==> config.mk <==
export PLATFORM = sky130hd
export DESIGN_NAME = fpga_bitfile_header_parser_flat
export DESIGN_NICKNAME = d
export VERILOG_FILES = /design/src/rtl/fbhp_pkg.sv /design/src/rtl/fbhp_req_if.sv /design/src/rtl/fbhp_rsp_if.sv /design/src/rtl/fpga_bitfile_header_parser.sv /design/src/flat_wrapper.sv
export SDC_FILE = /design/constraint.sdc
export NUM_CORES = 1
export LEC_CHECK = 0
export ABC_CLOCK_PERIOD_IN_PS = 32900
export BUFFER_PORTS_ARGS = -buffer_cell sky130_fd_sc_hd__buf_4
export CAP_MARGIN = 20
export CORE_MARGIN = 5
export CORE_UTILIZATION = 33
export DETAILED_ROUTE_END_ITERATION = 8
export GPL_TIMING_DRIVEN = 0
export PLACE_DENSITY = 0.53
export SLEW_MARGIN = 20
export SYNTH_ARGS = -nofsm -noshare
export SYNTH_HDL_FRONTEND = slang
export SYNTH_SLANG_ARGS = --single-unit
==> constraint.sdc <==
create_clock -name clock -period 32.9 [get_ports clock]
set_input_delay 1.645 -clock clock [delete_from_list [all_inputs] [get_ports clock]]
set_output_delay 1.645 -clock clock [all_outputs]
set_load 0.01 [all_outputs]
==> src/rtl/fbhp_pkg.sv <==
// Package for the bit file header parser.
// Holds the result kind and error code types and the header constants.
// No dependencies.
package fbhp_pkg;

   typedef enum logic [2:0] {
      KIND_STR_A = 3'd0,
      KIND_STR_B = 3'd1,
      KIND_STR_C = 3'd2,
      KIND_STR_D = 3'd3,
      KIND_DONE  = 3'd4,
      KIND_ERROR = 3'd5
   } kind_type;

   typedef enum logic [3:0] {
      ERR_NONE           = 4'd0,
      ERR_SIZE_SMALL     = 4'd1,
      ERR_MAGIC_OVERFLOW = 4'd2,
      ERR_EVEN_BYTE      = 4'd3,
      ERR_ODD_BYTE       = 4'd4,
      ERR_END_ROOM       = 4'd5,
      ERR_END_NONZERO    = 4'd6,
      ERR_NOT_ONE        = 4'd7,
      ERR_STRING_A       = 4'd8,
      ERR_STRING_B       = 4'd9,
      ERR_STRING_C       = 4'd10,
      ERR_STRING_D       = 4'd11,
      ERR_NO_ROOM_LENGTH = 4'd12,
      ERR_BAD_E          = 4'd13
   } err_type;

   localparam logic [7:0]  MAGIC_EVEN    = 8'h0f;
   localparam logic [7:0]  MAGIC_ODD     = 8'hf0;
   localparam logic [15:0] HALF_WORD_ONE = 16'h0001;
   localparam logic [7:0]  TAG_A         = 8'h61;
   localparam logic [7:0]  TAG_E         = 8'h65;

endpackage

==> src/rtl/fbhp_req_if.sv <==
// Request channel interface for the bit file header parser: one header byte.
// Plain valid/ready handshake; no package dependency.
interface fbhp_req_if;
   logic       valid;
   logic       ready;
   logic [7:0] data_byte;

   modport source (output valid, output data_byte, input ready);
   modport sink (input valid, input data_byte, output ready);
endinterface

==> src/rtl/fbhp_rsp_if.sv <==
// Response channel interface for the bit file header parser.
// Uses the kind and error types from fbhp_pkg.
interface fbhp_rsp_if;
   logic               valid;
   logic               ready;
   fbhp_pkg::kind_type result_kind;
   logic [31:0]        str_offset;
   logic [15:0]        str_length;
   logic [31:0]        stream_size;
   logic [31:0]        header_size;
   logic [15:0]        magic_size;
   fbhp_pkg::err_type  error_code;

   modport source (output valid, output result_kind, output str_offset,
                   output str_length, output stream_size,
                   output header_size, output magic_size,
                   output error_code, input ready);
   modport sink (input valid, input result_kind, input str_offset,
                 input str_length, input stream_size,
                 input header_size, input magic_size,
                 input error_code, output ready);
endinterface

==> src/rtl/fpga_bitfile_header_parser.sv <==
// Top level of the bit file header parser.
// Depends on fbhp_pkg, fbhp_req_if and fbhp_rsp_if.
//
// Usage. Header bytes arrive one per transaction on the req_if channel, in
// file order. The parser walks the header (magic length, magic pattern,
// zero byte, half word one, strings a to d, tag e and the bitstream length)
// and gives at most one result transaction per byte on rsp_if: one for each
// string found, then either a completion result or an error result, after
// which it rearms and the next byte starts a new header.
// The buffer size register is written through csr_wr_en/csr_wr_data; the
// user must do so only while the parser is idle, which the block does not
// enforce. Every bounds check compares a byte offset against it.
// Timing. Each accepted byte updates the parse state in the same clock and,
// if it completes a result, loads the result register, so the result is on
// rsp_if in the next cycle. One byte is taken every cycle unless stalled.
// Stalls. The result register is a one-deep output stage: a new byte is
// accepted while it is empty or while its content is taken in the same
// cycle. When the receiver holds ready low with a result waiting, the
// parser stops taking bytes until that result is taken.
// Reset. A synchronous reset clears the buffer size to zero, rearms the
// parser and drops any result that was waiting.
module fpga_bitfile_header_parser (
   input  logic                clock,
   input  logic                reset,
   fbhp_req_if.sink            req_if,
   fbhp_rsp_if.source          rsp_if,
   input  logic                csr_wr_en,
   input  logic [31:0]         csr_wr_data
);

   typedef enum logic [3:0] {
      PH_MLEN_HI   = 4'd0,
      PH_MLEN_LO   = 4'd1,
      PH_MAGIC     = 4'd2,
      PH_MAGIC_END = 4'd3,
      PH_HW_HI     = 4'd4,
      PH_HW_LO     = 4'd5,
      PH_TAG       = 4'd6,
      PH_SLEN_HI   = 4'd7,
      PH_SLEN_LO   = 4'd8,
      PH_TEXT      = 4'd9,
      PH_ETAG      = 4'd10,
      PH_BLEN      = 4'd11
   } phase_type;

   // Parse state.
   phase_type   phase_ff, phase_in;
   logic [31:0] byte_offset_ff, byte_offset_in;
   logic [15:0] field_remaining_ff, field_remaining_in;
   logic [31:0] length_acc_ff, length_acc_in;
   logic [1:0]  string_index_ff, string_index_in;
   logic [7:0]  previous_byte_ff, previous_byte_in;
   logic [15:0] saved_magic_ff, saved_magic_in;
   logic [31:0] buffer_size_ff;

   // Result register.
   logic                rsp_valid_ff;
   fbhp_pkg::kind_type  rsp_kind_ff;
   logic [31:0]         rsp_offset_ff;
   logic [15:0]         rsp_length_ff;
   logic [31:0]         rsp_blen_ff;
   logic [31:0]         rsp_hlen_ff;
   logic [15:0]         rsp_magic_ff;
   fbhp_pkg::err_type   rsp_err_ff;

   // Result computed for the byte being accepted.
   logic                emit;
   logic                rearm;
   fbhp_pkg::kind_type  res_kind;
   logic [31:0]         res_offset;
   logic [15:0]         res_length;
   logic [31:0]         res_blen;
   logic [31:0]         res_hlen;
   logic [15:0]         res_magic;
   fbhp_pkg::err_type   res_err;

   logic        req_fire;
   logic [7:0]  data_byte;
   logic [32:0] next_wide;
   logic [31:0] next_offset;
   logic [15:0] pair_word;
   logic [33:0] pair_end;
   logic [32:0] here_plus3;
   logic [32:0] here_plus5;
   logic [31:0] shifted_acc;
   logic [15:0] remaining_dec;

   // A byte is taken whenever the result register is free or being emptied.
   assign req_if.ready = !rsp_valid_ff || rsp_if.ready;
   assign req_fire     = req_if.valid && req_if.ready;
   assign data_byte    = req_if.data_byte;

   // Offsets and bounds sums; the bounds sums are kept wide so none of them wraps.
   assign next_wide     = {1'b0, byte_offset_ff} + 33'd1;
   assign next_offset   = byte_offset_ff + 32'd1;
   assign pair_word     = {previous_byte_ff, data_byte};
   assign pair_end      = {1'b0, next_wide} + {18'd0, pair_word};
   assign here_plus3    = {1'b0, byte_offset_ff} + 33'd3;
   assign here_plus5    = {1'b0, byte_offset_ff} + 33'd5;
   assign shifted_acc   = {length_acc_ff[23:0], data_byte};
   assign remaining_dec = field_remaining_ff - 16'd1;

   always_comb begin
      phase_in           = phase_ff;
      byte_offset_in     = next_offset;
      field_remaining_in = field_remaining_ff;
      length_acc_in      = length_acc_ff;
      string_index_in    = string_index_ff;
      previous_byte_in   = previous_byte_ff;
      saved_magic_in     = saved_magic_ff;

      emit       = 1'b0;
      rearm      = 1'b0;
      res_kind   = fbhp_pkg::KIND_ERROR;
      res_offset = '0;
      res_length = '0;
      res_blen   = '0;
      res_hlen   = '0;
      res_magic  = saved_magic_ff;
      res_err    = fbhp_pkg::ERR_NONE;

      unique case (phase_ff)
         PH_MLEN_HI: begin
            if (buffer_size_ff < 32'd2) begin
               emit    = 1'b1;
               rearm   = 1'b1;
               res_err = fbhp_pkg::ERR_SIZE_SMALL;
            end else begin
               previous_byte_in = data_byte;
               phase_in         = PH_MLEN_LO;
            end
         end
         PH_MLEN_LO: begin
            // The error result carries the magic length just read.
            saved_magic_in = pair_word;
            res_magic      = pair_word;
            if (pair_end > {2'd0, buffer_size_ff}) begin
               emit    = 1'b1;
               rearm   = 1'b1;
               res_err = fbhp_pkg::ERR_MAGIC_OVERFLOW;
            end else if (pair_word <= 16'd1) begin
               phase_in = PH_MAGIC_END;
            end else begin
               field_remaining_in = pair_word - 16'd1;
               phase_in           = PH_MAGIC;
            end
         end
         PH_MAGIC: begin
            if (!byte_offset_ff[0] && data_byte != fbhp_pkg::MAGIC_EVEN) begin
               emit    = 1'b1;
               rearm   = 1'b1;
               res_err = fbhp_pkg::ERR_EVEN_BYTE;
            end else if (byte_offset_ff[0] && data_byte != fbhp_pkg::MAGIC_ODD) begin
               emit    = 1'b1;
               rearm   = 1'b1;
               res_err = fbhp_pkg::ERR_ODD_BYTE;
            end else begin
               field_remaining_in = remaining_dec;
               if (remaining_dec == 16'd0) begin
                  phase_in = PH_MAGIC_END;
               end
            end
         end
         PH_MAGIC_END: begin
            if (here_plus3 > {1'b0, buffer_size_ff}) begin
               emit    = 1'b1;
               rearm   = 1'b1;
               res_err = fbhp_pkg::ERR_END_ROOM;
            end else if (data_byte != 8'd0) begin
               emit    = 1'b1;
               rearm   = 1'b1;
               res_err = fbhp_pkg::ERR_END_NONZERO;
            end else begin
               phase_in = PH_HW_HI;
            end
         end
         PH_HW_HI: begin
            previous_byte_in = data_byte;
            phase_in         = PH_HW_LO;
         end
         PH_HW_LO: begin
            if (pair_word != fbhp_pkg::HALF_WORD_ONE) begin
               emit    = 1'b1;
               rearm   = 1'b1;
               res_err = fbhp_pkg::ERR_NOT_ONE;
            end else begin
               phase_in = PH_TAG;
            end
         end
         PH_TAG: begin
            if (here_plus3 > {1'b0, buffer_size_ff} ||
                data_byte != fbhp_pkg::TAG_A + {6'd0, string_index_ff}) begin
               emit    = 1'b1;
               rearm   = 1'b1;
               res_err = fbhp_pkg::err_type'(4'(fbhp_pkg::ERR_STRING_A)
                                             + {2'd0, string_index_ff});
            end else begin
               phase_in = PH_SLEN_HI;
            end
         end
         PH_SLEN_HI: begin
            previous_byte_in = data_byte;
            phase_in         = PH_SLEN_LO;
         end
         PH_SLEN_LO: begin
            length_acc_in = {16'd0, pair_word};
            if (pair_end > {2'd0, buffer_size_ff}) begin
               emit    = 1'b1;
               rearm   = 1'b1;
               res_err = fbhp_pkg::err_type'(4'(fbhp_pkg::ERR_STRING_A)
                                             + {2'd0, string_index_ff});
            end else if (pair_word == 16'd0) begin
               // An empty string is reported straight after its length.
               emit            = 1'b1;
               res_kind        = fbhp_pkg::kind_type'({1'b0, string_index_ff});
               res_offset      = next_offset;
               string_index_in = string_index_ff + 2'd1;
               phase_in        = (string_index_ff == 2'd3) ? PH_ETAG : PH_TAG;
            end else begin
               field_remaining_in = pair_word;
               phase_in           = PH_TEXT;
            end
         end
         PH_TEXT: begin
            field_remaining_in = remaining_dec;
            if (remaining_dec == 16'd0) begin
               // Last text byte must be the terminating NUL.
               emit = 1'b1;
               if (data_byte != 8'd0) begin
                  rearm   = 1'b1;
                  res_err = fbhp_pkg::err_type'(4'(fbhp_pkg::ERR_STRING_A)
                                                + {2'd0, string_index_ff});
               end else begin
                  res_kind        = fbhp_pkg::kind_type'({1'b0, string_index_ff});
                  res_offset      = next_offset - length_acc_ff;
                  res_length      = length_acc_ff[15:0];
                  string_index_in = string_index_ff + 2'd1;
                  phase_in        = (string_index_ff == 2'd3) ? PH_ETAG : PH_TAG;
               end
            end
         end
         PH_ETAG: begin
            if (here_plus5 >= {1'b0, buffer_size_ff}) begin
               emit    = 1'b1;
               rearm   = 1'b1;
               res_err = fbhp_pkg::ERR_NO_ROOM_LENGTH;
            end else if (data_byte != fbhp_pkg::TAG_E) begin
               emit    = 1'b1;
               rearm   = 1'b1;
               res_err = fbhp_pkg::ERR_BAD_E;
            end else begin
               field_remaining_in = 16'd4;
               length_acc_in      = '0;
               phase_in           = PH_BLEN;
            end
         end
         PH_BLEN: begin
            length_acc_in      = shifted_acc;
            field_remaining_in = remaining_dec;
            if (remaining_dec == 16'd0) begin
               emit     = 1'b1;
               rearm    = 1'b1;
               res_kind = fbhp_pkg::KIND_DONE;
               res_blen = shifted_acc;
               res_hlen = next_offset;
            end
         end
         default: begin
            rearm = 1'b1;
         end
      endcase

      // Completion and every error start a new header.
      if (rearm) begin
         phase_in           = PH_MLEN_HI;
         byte_offset_in     = '0;
         field_remaining_in = '0;
         length_acc_in      = '0;
         string_index_in    = '0;
         previous_byte_in   = '0;
         saved_magic_in     = '0;
      end
   end

   always_ff @(posedge clock) begin
      if (reset) begin
         phase_ff           <= PH_MLEN_HI;
         byte_offset_ff     <= '0;
         field_remaining_ff <= '0;
         length_acc_ff      <= '0;
         string_index_ff    <= '0;
         previous_byte_ff   <= '0;
         saved_magic_ff     <= '0;
         buffer_size_ff     <= '0;
         rsp_valid_ff       <= 1'b0;
      end else begin
         if (csr_wr_en) begin
            buffer_size_ff <= csr_wr_data;
         end
         if (req_fire) begin
            phase_ff           <= phase_in;
            byte_offset_ff     <= byte_offset_in;
            field_remaining_ff <= field_remaining_in;
            length_acc_ff      <= length_acc_in;
            string_index_ff    <= string_index_in;
            previous_byte_ff   <= previous_byte_in;
            saved_magic_ff     <= saved_magic_in;
         end
         if (req_fire && emit) begin
            rsp_valid_ff  <= 1'b1;
            rsp_kind_ff   <= res_kind;
            rsp_offset_ff <= res_offset;
            rsp_length_ff <= res_length;
            rsp_blen_ff   <= res_blen;
            rsp_hlen_ff   <= res_hlen;
            rsp_magic_ff  <= res_magic;
            rsp_err_ff    <= res_err;
         end else if (rsp_if.ready) begin
            rsp_valid_ff <= 1'b0;
         end
      end
   end

   assign rsp_if.valid       = rsp_valid_ff;
   assign rsp_if.result_kind = rsp_kind_ff;
   assign rsp_if.str_offset  = rsp_offset_ff;
   assign rsp_if.str_length  = rsp_length_ff;
   assign rsp_if.stream_size = rsp_blen_ff;
   assign rsp_if.header_size = rsp_hlen_ff;
   assign rsp_if.magic_size  = rsp_magic_ff;
   assign rsp_if.error_code  = rsp_err_ff;

   // A completion or error result leaves the parser at the start of a header.
   a_rearm_after_end: assert property (@(posedge clock) disable iff (reset)
      (req_fire && emit && (res_kind == fbhp_pkg::KIND_DONE ||
                            res_kind == fbhp_pkg::KIND_ERROR))
      |=> (phase_ff == PH_MLEN_HI && byte_offset_ff == '0))
      else $error("parser did not rearm after a final result");

   // An error code is given exactly on error results.
   a_error_code_match: assert property (@(posedge clock) disable iff (reset)
      rsp_valid_ff |-> ((rsp_kind_ff == fbhp_pkg::KIND_ERROR) ==
                        (rsp_err_ff != fbhp_pkg::ERR_NONE)))
      else $error("error code disagrees with result kind");

   // While text is being consumed there is always text left.
   a_text_remaining: assert property (@(posedge clock) disable iff (reset)
      (phase_ff == PH_TEXT) |-> (field_remaining_ff != '0))
      else $error("text phase with no bytes left");

   // Every string result moves on to the next string tag.
   a_string_advance: assert property (@(posedge clock) disable iff (reset)
      (req_fire && emit && (res_kind == fbhp_pkg::KIND_STR_A ||
                            res_kind == fbhp_pkg::KIND_STR_B ||
                            res_kind == fbhp_pkg::KIND_STR_C ||
                            res_kind == fbhp_pkg::KIND_STR_D))
      |=> (string_index_ff == $past(string_index_ff) + 2'd1))
      else $error("string index did not advance after a string result");

endmodule

==> src/flat_wrapper.sv <==
// flat-port wrapper written by rule: the top's interface ports become plain ports
module fpga_bitfile_header_parser_flat 
  (clock, reset, csr_wr_en, csr_wr_data, req_if_valid, req_if_data_byte, req_if_ready, rsp_if_valid, rsp_if_result_kind, rsp_if_str_offset, rsp_if_str_length, rsp_if_stream_size, rsp_if_header_size, rsp_if_magic_size, rsp_if_error_code, rsp_if_ready);
  fbhp_req_if req_if_i ();
  fbhp_rsp_if rsp_if_i ();
  input  logic clock;
  input  logic reset;
  input  logic csr_wr_en;
  input  logic [31:0] csr_wr_data;
  input wire logic [$bits(req_if_i.valid)-1:0] req_if_valid;
  input wire logic [$bits(req_if_i.data_byte)-1:0] req_if_data_byte;
  output wire logic [$bits(req_if_i.ready)-1:0] req_if_ready;
  output wire logic [$bits(rsp_if_i.valid)-1:0] rsp_if_valid;
  output wire logic [$bits(rsp_if_i.result_kind)-1:0] rsp_if_result_kind;
  output wire logic [$bits(rsp_if_i.str_offset)-1:0] rsp_if_str_offset;
  output wire logic [$bits(rsp_if_i.str_length)-1:0] rsp_if_str_length;
  output wire logic [$bits(rsp_if_i.stream_size)-1:0] rsp_if_stream_size;
  output wire logic [$bits(rsp_if_i.header_size)-1:0] rsp_if_header_size;
  output wire logic [$bits(rsp_if_i.magic_size)-1:0] rsp_if_magic_size;
  output wire logic [$bits(rsp_if_i.error_code)-1:0] rsp_if_error_code;
  input wire logic [$bits(rsp_if_i.ready)-1:0] rsp_if_ready;
  assign req_if_i.valid = req_if_valid;
  assign req_if_i.data_byte = req_if_data_byte;
  assign req_if_ready = req_if_i.ready;
  assign rsp_if_valid = rsp_if_i.valid;
  assign rsp_if_result_kind = rsp_if_i.result_kind;
  assign rsp_if_str_offset = rsp_if_i.str_offset;
  assign rsp_if_str_length = rsp_if_i.str_length;
  assign rsp_if_stream_size = rsp_if_i.stream_size;
  assign rsp_if_header_size = rsp_if_i.header_size;
  assign rsp_if_magic_size = rsp_if_i.magic_size;
  assign rsp_if_error_code = rsp_if_i.error_code;
  assign rsp_if_i.ready = rsp_if_ready;
  fpga_bitfile_header_parser u_core (.clock(clock), .reset(reset), .req_if(req_if_i), .rsp_if(rsp_if_i), .csr_wr_en(csr_wr_en), .csr_wr_data(csr_wr_data));
endmodule
* After elaboration in Yosys (flattened, before gate mapping) *
Cells that the tools add are included.

storage, ports and cells
  register bits after elaboration = 278
  input bits = 45

cells by class
  bitwise logic cells = 3
  $lt $le $gt $ge = 5
  eq/ne operators = 34
  reductions and logical operators = 29
  multiplexer cells = 88
  $add $sub $neg = 11

operators with widths
  operator                                                     count
  two-way mux 32 bit                                           8
  two-way mux 16 bit                                           11
  two-way mux 4 bit                                            25
  one-hot mux 32 bit (3 select lines)                          1
  one-hot mux 16 bit (5 select lines)                          1
  one-hot mux 32 bit (2 select lines)                          1
  one-hot mux 4 bit (11 select lines)                          1
  != test 3 x 2 -> 1 bit, second input constant                14
  one-hot mux 4 bit (9 select lines)                           1
  adder 33 x 16 -> 34 bit                                      1
  > comparator 34 x 32 -> 1 bit                                1
  adder 32 x 1 -> 33 bit, second input constant                1
  adder 32 x 2 -> 33 bit, second input constant                1
  adder 32 x 3 -> 33 bit, second input constant                1
  greater-or-equal comparator 33 x 32 -> 1 bit                 1
  > comparator 33 x 32 -> 1 bit                                1
  adder 32 x 1 -> 32 bit, second input constant                1
  zero test 16 bit                                             2
  less-than comparator 32 x 2 -> 1 bit, second input constant  1
  subtractor 16 x 1 -> 16 bit, second input constant           2
  subtractor 32 bit                                            1
  two-way mux 3 bit                                            7
  two-way mux 1 bit                                            19
  equality test 4 x 3 -> 1 bit, second input constant          4
  other kinds (40)                                             63

* Logic depth before layout (Yosys ltp) *
  word-level depth = 7
  mapped depth = 29

* Worst setup path before layout *
Ideal clock, no wire load.

  path kind = input to register
  from = input port req_if_data_byte[0]
  to = register u_core.rsp_valid_ff (netlist: u_core.rsp_if.valid)
  stages = 24
  path buffers = 1
  data arrival time = 12821 ps
  data required time = 32788 ps
  path slack = 19968 ps
  cells stage by stage = clkbuf_1 inv_1 ha_1 inv_1 fa_1 a211oi_1 o21ai_0 a31o_2 a21boi_0 nand2b_1 a21oi_1 o21bai_1 a21oi_1 xnor2_1 ha_1 nand4_1 or4_1 o31ai_1 o31a_1 o21ai_1 a22oi_1 nor2_1 a21oi_1 o21bai_1

between the ends
  word-level cells in the longest chain between the ends = 7

RTL lines
  item                                                                             line                               text
  start: declaration                                                               flat_wrapper.sv:11                 input wire logic [$bits(req_if_i.data_byte)-1:0] req_if_data_byte;
  parallel branches: the longest is 4 deep, another holds adder 33 x 16 -> 34 bit  -
  one-hot mux 1 bit (9 select lines) *                                             fpga_bitfile_header_parser.sv:122  unique case (phase_ff)
  logical AND 1 bit *                                                              fpga_bitfile_header_parser.sv:309  if (req_fire && emit) begin
  two-way mux 1 bit / nonzero test 2 bit (equally long branches)                   -
  end signal: assignment                                                           fpga_bitfile_header_parser.sv:295  rsp_valid_ff <= 1'b0;
  end signal: assignment                                                           fpga_bitfile_header_parser.sv:310  rsp_valid_ff <= 1'b1;
  end signal: assignment                                                           fpga_bitfile_header_parser.sv:319  rsp_valid_ff <= 1'b0;
  end: declaration                                                                 fpga_bitfile_header_parser.sv:57   logic rsp_valid_ff;

Mark *: on every way between the ends.
A chain may end at the register's enable or synchronous reset.

* Final worst setup path *
  from = input port req_if_data_byte[0]
  to = register u_core.field_remaining_ff[14]

between the ends
  word-level cells in the longest chain between the ends = 7

RTL lines
  item                                                                             line                               text
  parallel branches: the longest is 7 deep, another holds adder 33 x 16 -> 34 bit  -
  end signal: assignment                                                           fpga_bitfile_header_parser.sv:303  field_remaining_ff <= field_remaining_in;
  end: declaration                                                                 fpga_bitfile_header_parser.sv:49   logic [15:0] field_remaining_ff, field_remaining_in;

Parallel ways; which one is timed is not known. The select of a mux whose other input is x is not followed.

==> impl_metrics.ini <==
[synth]
synth_ff_type = dfxtp_1
yosysSeqAreaShare = 0.3656
async_reset_ff_frac = 0
syn_area_mm2 = 0.01892
synth_area_per_cell_um2 = 8.608
ys_top_cells_by_area = edfxtp_1 (21%), dfxtp_1 (15%), ha_1 (9.9%), nand2_1 (4.6%), nor2_1 (4.6%)
ys.warnings.count = 0
synth_edf_count = 135
synth_area_leader_cell = edfxtp_1
ys_ff_latch = 278
netlist_instances = 2198
synth_nets = 2395
yosysTopAreaCellShare = 0.2143
synth_cell_types = 87

[cts]
post-cts-setup-buffer-count = 0
holdBufCountCts = 0
cts_resized = 0
cts-root-buf = clkbuf_16
tritoncts = yes
numClockSinks = 278
ctsLongestPathBuffers = 3
clk_latency_ns = 0.61
cts_made_buffers = 31
clkSlewWorstSetupHoldPaths_ns = 0.06
htreeDepth = 1

[floorplanning]
coreArea_mm2 = 0.05660
fp-row-count = 87
start_util = 0.3343
die_w_um = 249.4
die_h_um = 249.4
pin_count = 182
die-area_mm2 = 0.06222

[global_routing]
grt_pass1_wl_mm = 106.8
grt_util_met2 = 0.3460
grt_pass1_vias = 17090
grt_usage = 0.2181
use_met3 = 0.03758
grt_antenna_before_repair = 0
met1_usage = 0.3020
grt_max_degree = 27
grt-ovfl-total = 0
top_usage_layer = met2

[sta]
finalCritPeriodShare = 0.2669
hold_violations = 0
tightest_slew_ns = 1.143
fin_crit_ns = 8.782
setup_viol = 0
slew_violations = 0
setup_tns_ns = 0
finalClockSkew_ns = 0.02933
rsz0062_at_grt = false
fin_ws_ns = 24.12
max_slew_margin = 0.2310
clock.fmax_ghz = 0.1139

[drt]
antenna_left = 0
wire_per_inst_um = 22.34
drc = 0
vias_per_cell = 5.444
drt_iter0_markers = 1332
drt-pass1-iter-count = 6
vias = 17410
routed_wl_mm = 71.41

[finish]
n_antenna_cell = 0
syn2layout_area_growth_pct = 18.48
drive_above_1_share = 0.1299
multiInputGateArea_mm2 = 0.01095
register_area_mm2 = 0.006917
fillerInstances = 5739
final_nets = 2613

[pwr]
peakVddDrop_v = 0.00003700
power_density_mw_per_mm2 = 47.55
p_leak_nw = 9.270
p_total_mw = 1.066

[worst_setup_path]
worstPathMaxFanout = 10
critPathRequiredTime_ns = 33.43
worstSetupStartpointType = input pin
cp-end-kind = flip-flop
critPathKind = in2reg
arrival_ns = 9.31

[flow_run]
cap_violations = 0

[min_path]
hp-class = reg2reg

[placement]
hpwlAfterDp_mm = 57.17
dpl_worst_slack_ns = 23.62
port_buffers = 179
gp_congestion = 0.9310

[outcome]
status = finished, final reports clean
through the flow:
step | hold WS [ns] | cell area [µm²] | cells | utilization
final | 0.4519 | 22420 | 3197 | 0.3960
after detailed placement | 0.4451 | 21390 | 3139 | 0.3779
after floorplan | 0.4321 | 18920 | 2198 | -
after global routing | 0.4692 | 22420 | 3197 | 0.3960
after CTS | 0.4531 | 22420 | 3197 | 0.3960
after global placement | 0.4374 | 21210 | 3133 | 0.3747
synthesized netlist by cell type (35+ instances only):
| cell type | instances |
|---|---|
| nand2_1 | 234 |
| nor2_1 | 232 |
| ha_1 | 150 |
| dfxtp_1 | 143 |
| edfxtp_1 | 135 |
| a21oi_1 | 123 |
| inv_1 | 121 |
| nand3_1 | 94 |
| xnor2_1 | 94 |
| clkbuf_1 | 82 |
| nand4_1 | 79 |
| o21ai_0 | 76 |
| xor2_1 | 63 |
| a21o_1 | 47 |
| mux2i_1 | 46 |
| nor3_1 | 46 |
| nand2b_1 | 39 |
| o22ai_1 | 35 |
per-layer routing:
metal,wire length (µm),share of wire,vias to the layer above
met5,0,0,-
met4,2683,0.038,0
met3,4845,0.068,115
met2,31560,0.44,656
met1,32330,0.45,8314
li1,-,-,8320
worst max-delay path, cell delays in order:
cell	delay [ns]
buf_4	0.10
clkbuf_1	0.47
inv_1	0.30
ha_1	0.30
nor2b_1	0.10
o21ai_0	0.10
a21boi_0	0.24
o21ai_0	0.14
a21oi_1	0.26
o21ai_0	0.22
a31oi_1	0.47
and3_1	0.43
nand2_1	0.12
xnor2_1	0.25
ha_1	0.31
nand2_1	0.08
nor2_1	0.04
a211oi_1	0.32
o21ai_0	0.15
a221o_1	0.39
o21ai_1	0.53
o21a_1	0.22
clkbuf_1	0.54
nand4_1	0.50
o21ai_0	0.82
mux2i_1	0.26
power breakdown:
part / switching [mW] / internal [mW] / leakage [nW]
sequential: 0.0181 / 0.379 / 2.56
clock: 0.156 / 0.199 / 0.489
combinational: 0.200 / 0.114 / 6.22
total: 0.374 / 0.692 / 9.27
cell type report:
type	count	area share
tap	756	0.04219
multi-input combinational	1660	0.4885
timing repair buffer	185	0.06731
clock buffer	36	0.03544
clock inverter	22	0.01033
buffer	139	0.02740
sequential	278	0.3085
inverter	121	0.02026
placed cells by master, fill, tap and decap left out, types with 47 or more instances in the layout:
cell type / netlist / layout
nand3_1: 94 / 94
nor2_1: 232 / 232
a21oi_1: 123 / 122
a21o_1: 47 / 47
edfxtp_1: 135 / 135
buf_4: 11 / 190
xor2_1: 63 / 63
nand4_1: 79 / 79
ha_1: 150 / 150
o21ai_0: 76 / 76
clkbuf_1: 82 / 87
nand2_1: 234 / 234
inv_1: 121 / 121
xnor2_1: 94 / 94
dfxtp_1: 143 / 143
sequential cells by signal, summed over array words and instances, names as in the netlist, 3 cells and up:
signal                     flops
u_core.rsp_if.error_code       4
u_core.rsp_if.str_length      16
u_core.rsp_if.magic_size      16
u_core.byte_offset_ff         32
u_core.saved_magic_ff         16
u_core.rsp_if.header_size     32
u_core.rsp_if.result_kind      3
u_core.field_remaining_ff     16
u_core.phase_ff                4
u_core.rsp_if.stream_size     32
u_core.length_acc_ff          32
u_core.buffer_size_ff         32
u_core.rsp_if.str_offset      32
u_core.previous_byte_ff        8
final timing paths:
path	from	endpoint	slack (ns)	cells after the start
setup / recovery	req_if_data_byte[0]	u_core.field_remaining_ff[14]	24.12	26
hold / removal	u_core.saved_magic_ff[12]	u_core.saved_magic_ff[12]	0.45	2
setup reg to reg	u_core.byte_offset_ff[0]	u_core.field_remaining_ff[14]	25.26	24
hold reg to reg	u_core.saved_magic_ff[12]	u_core.saved_magic_ff[12]	0.45	2
cells by family after synthesis:
logic type | synth area share
compound gates | 0.1475
xor+xnor | 0.07268
fa+ha+maj | 0.1013
buf+inv | 0.05647
flops | 0.3656
mux | 0.02989
simple gates | 0.2266
(Power assumes the default switching activity.)
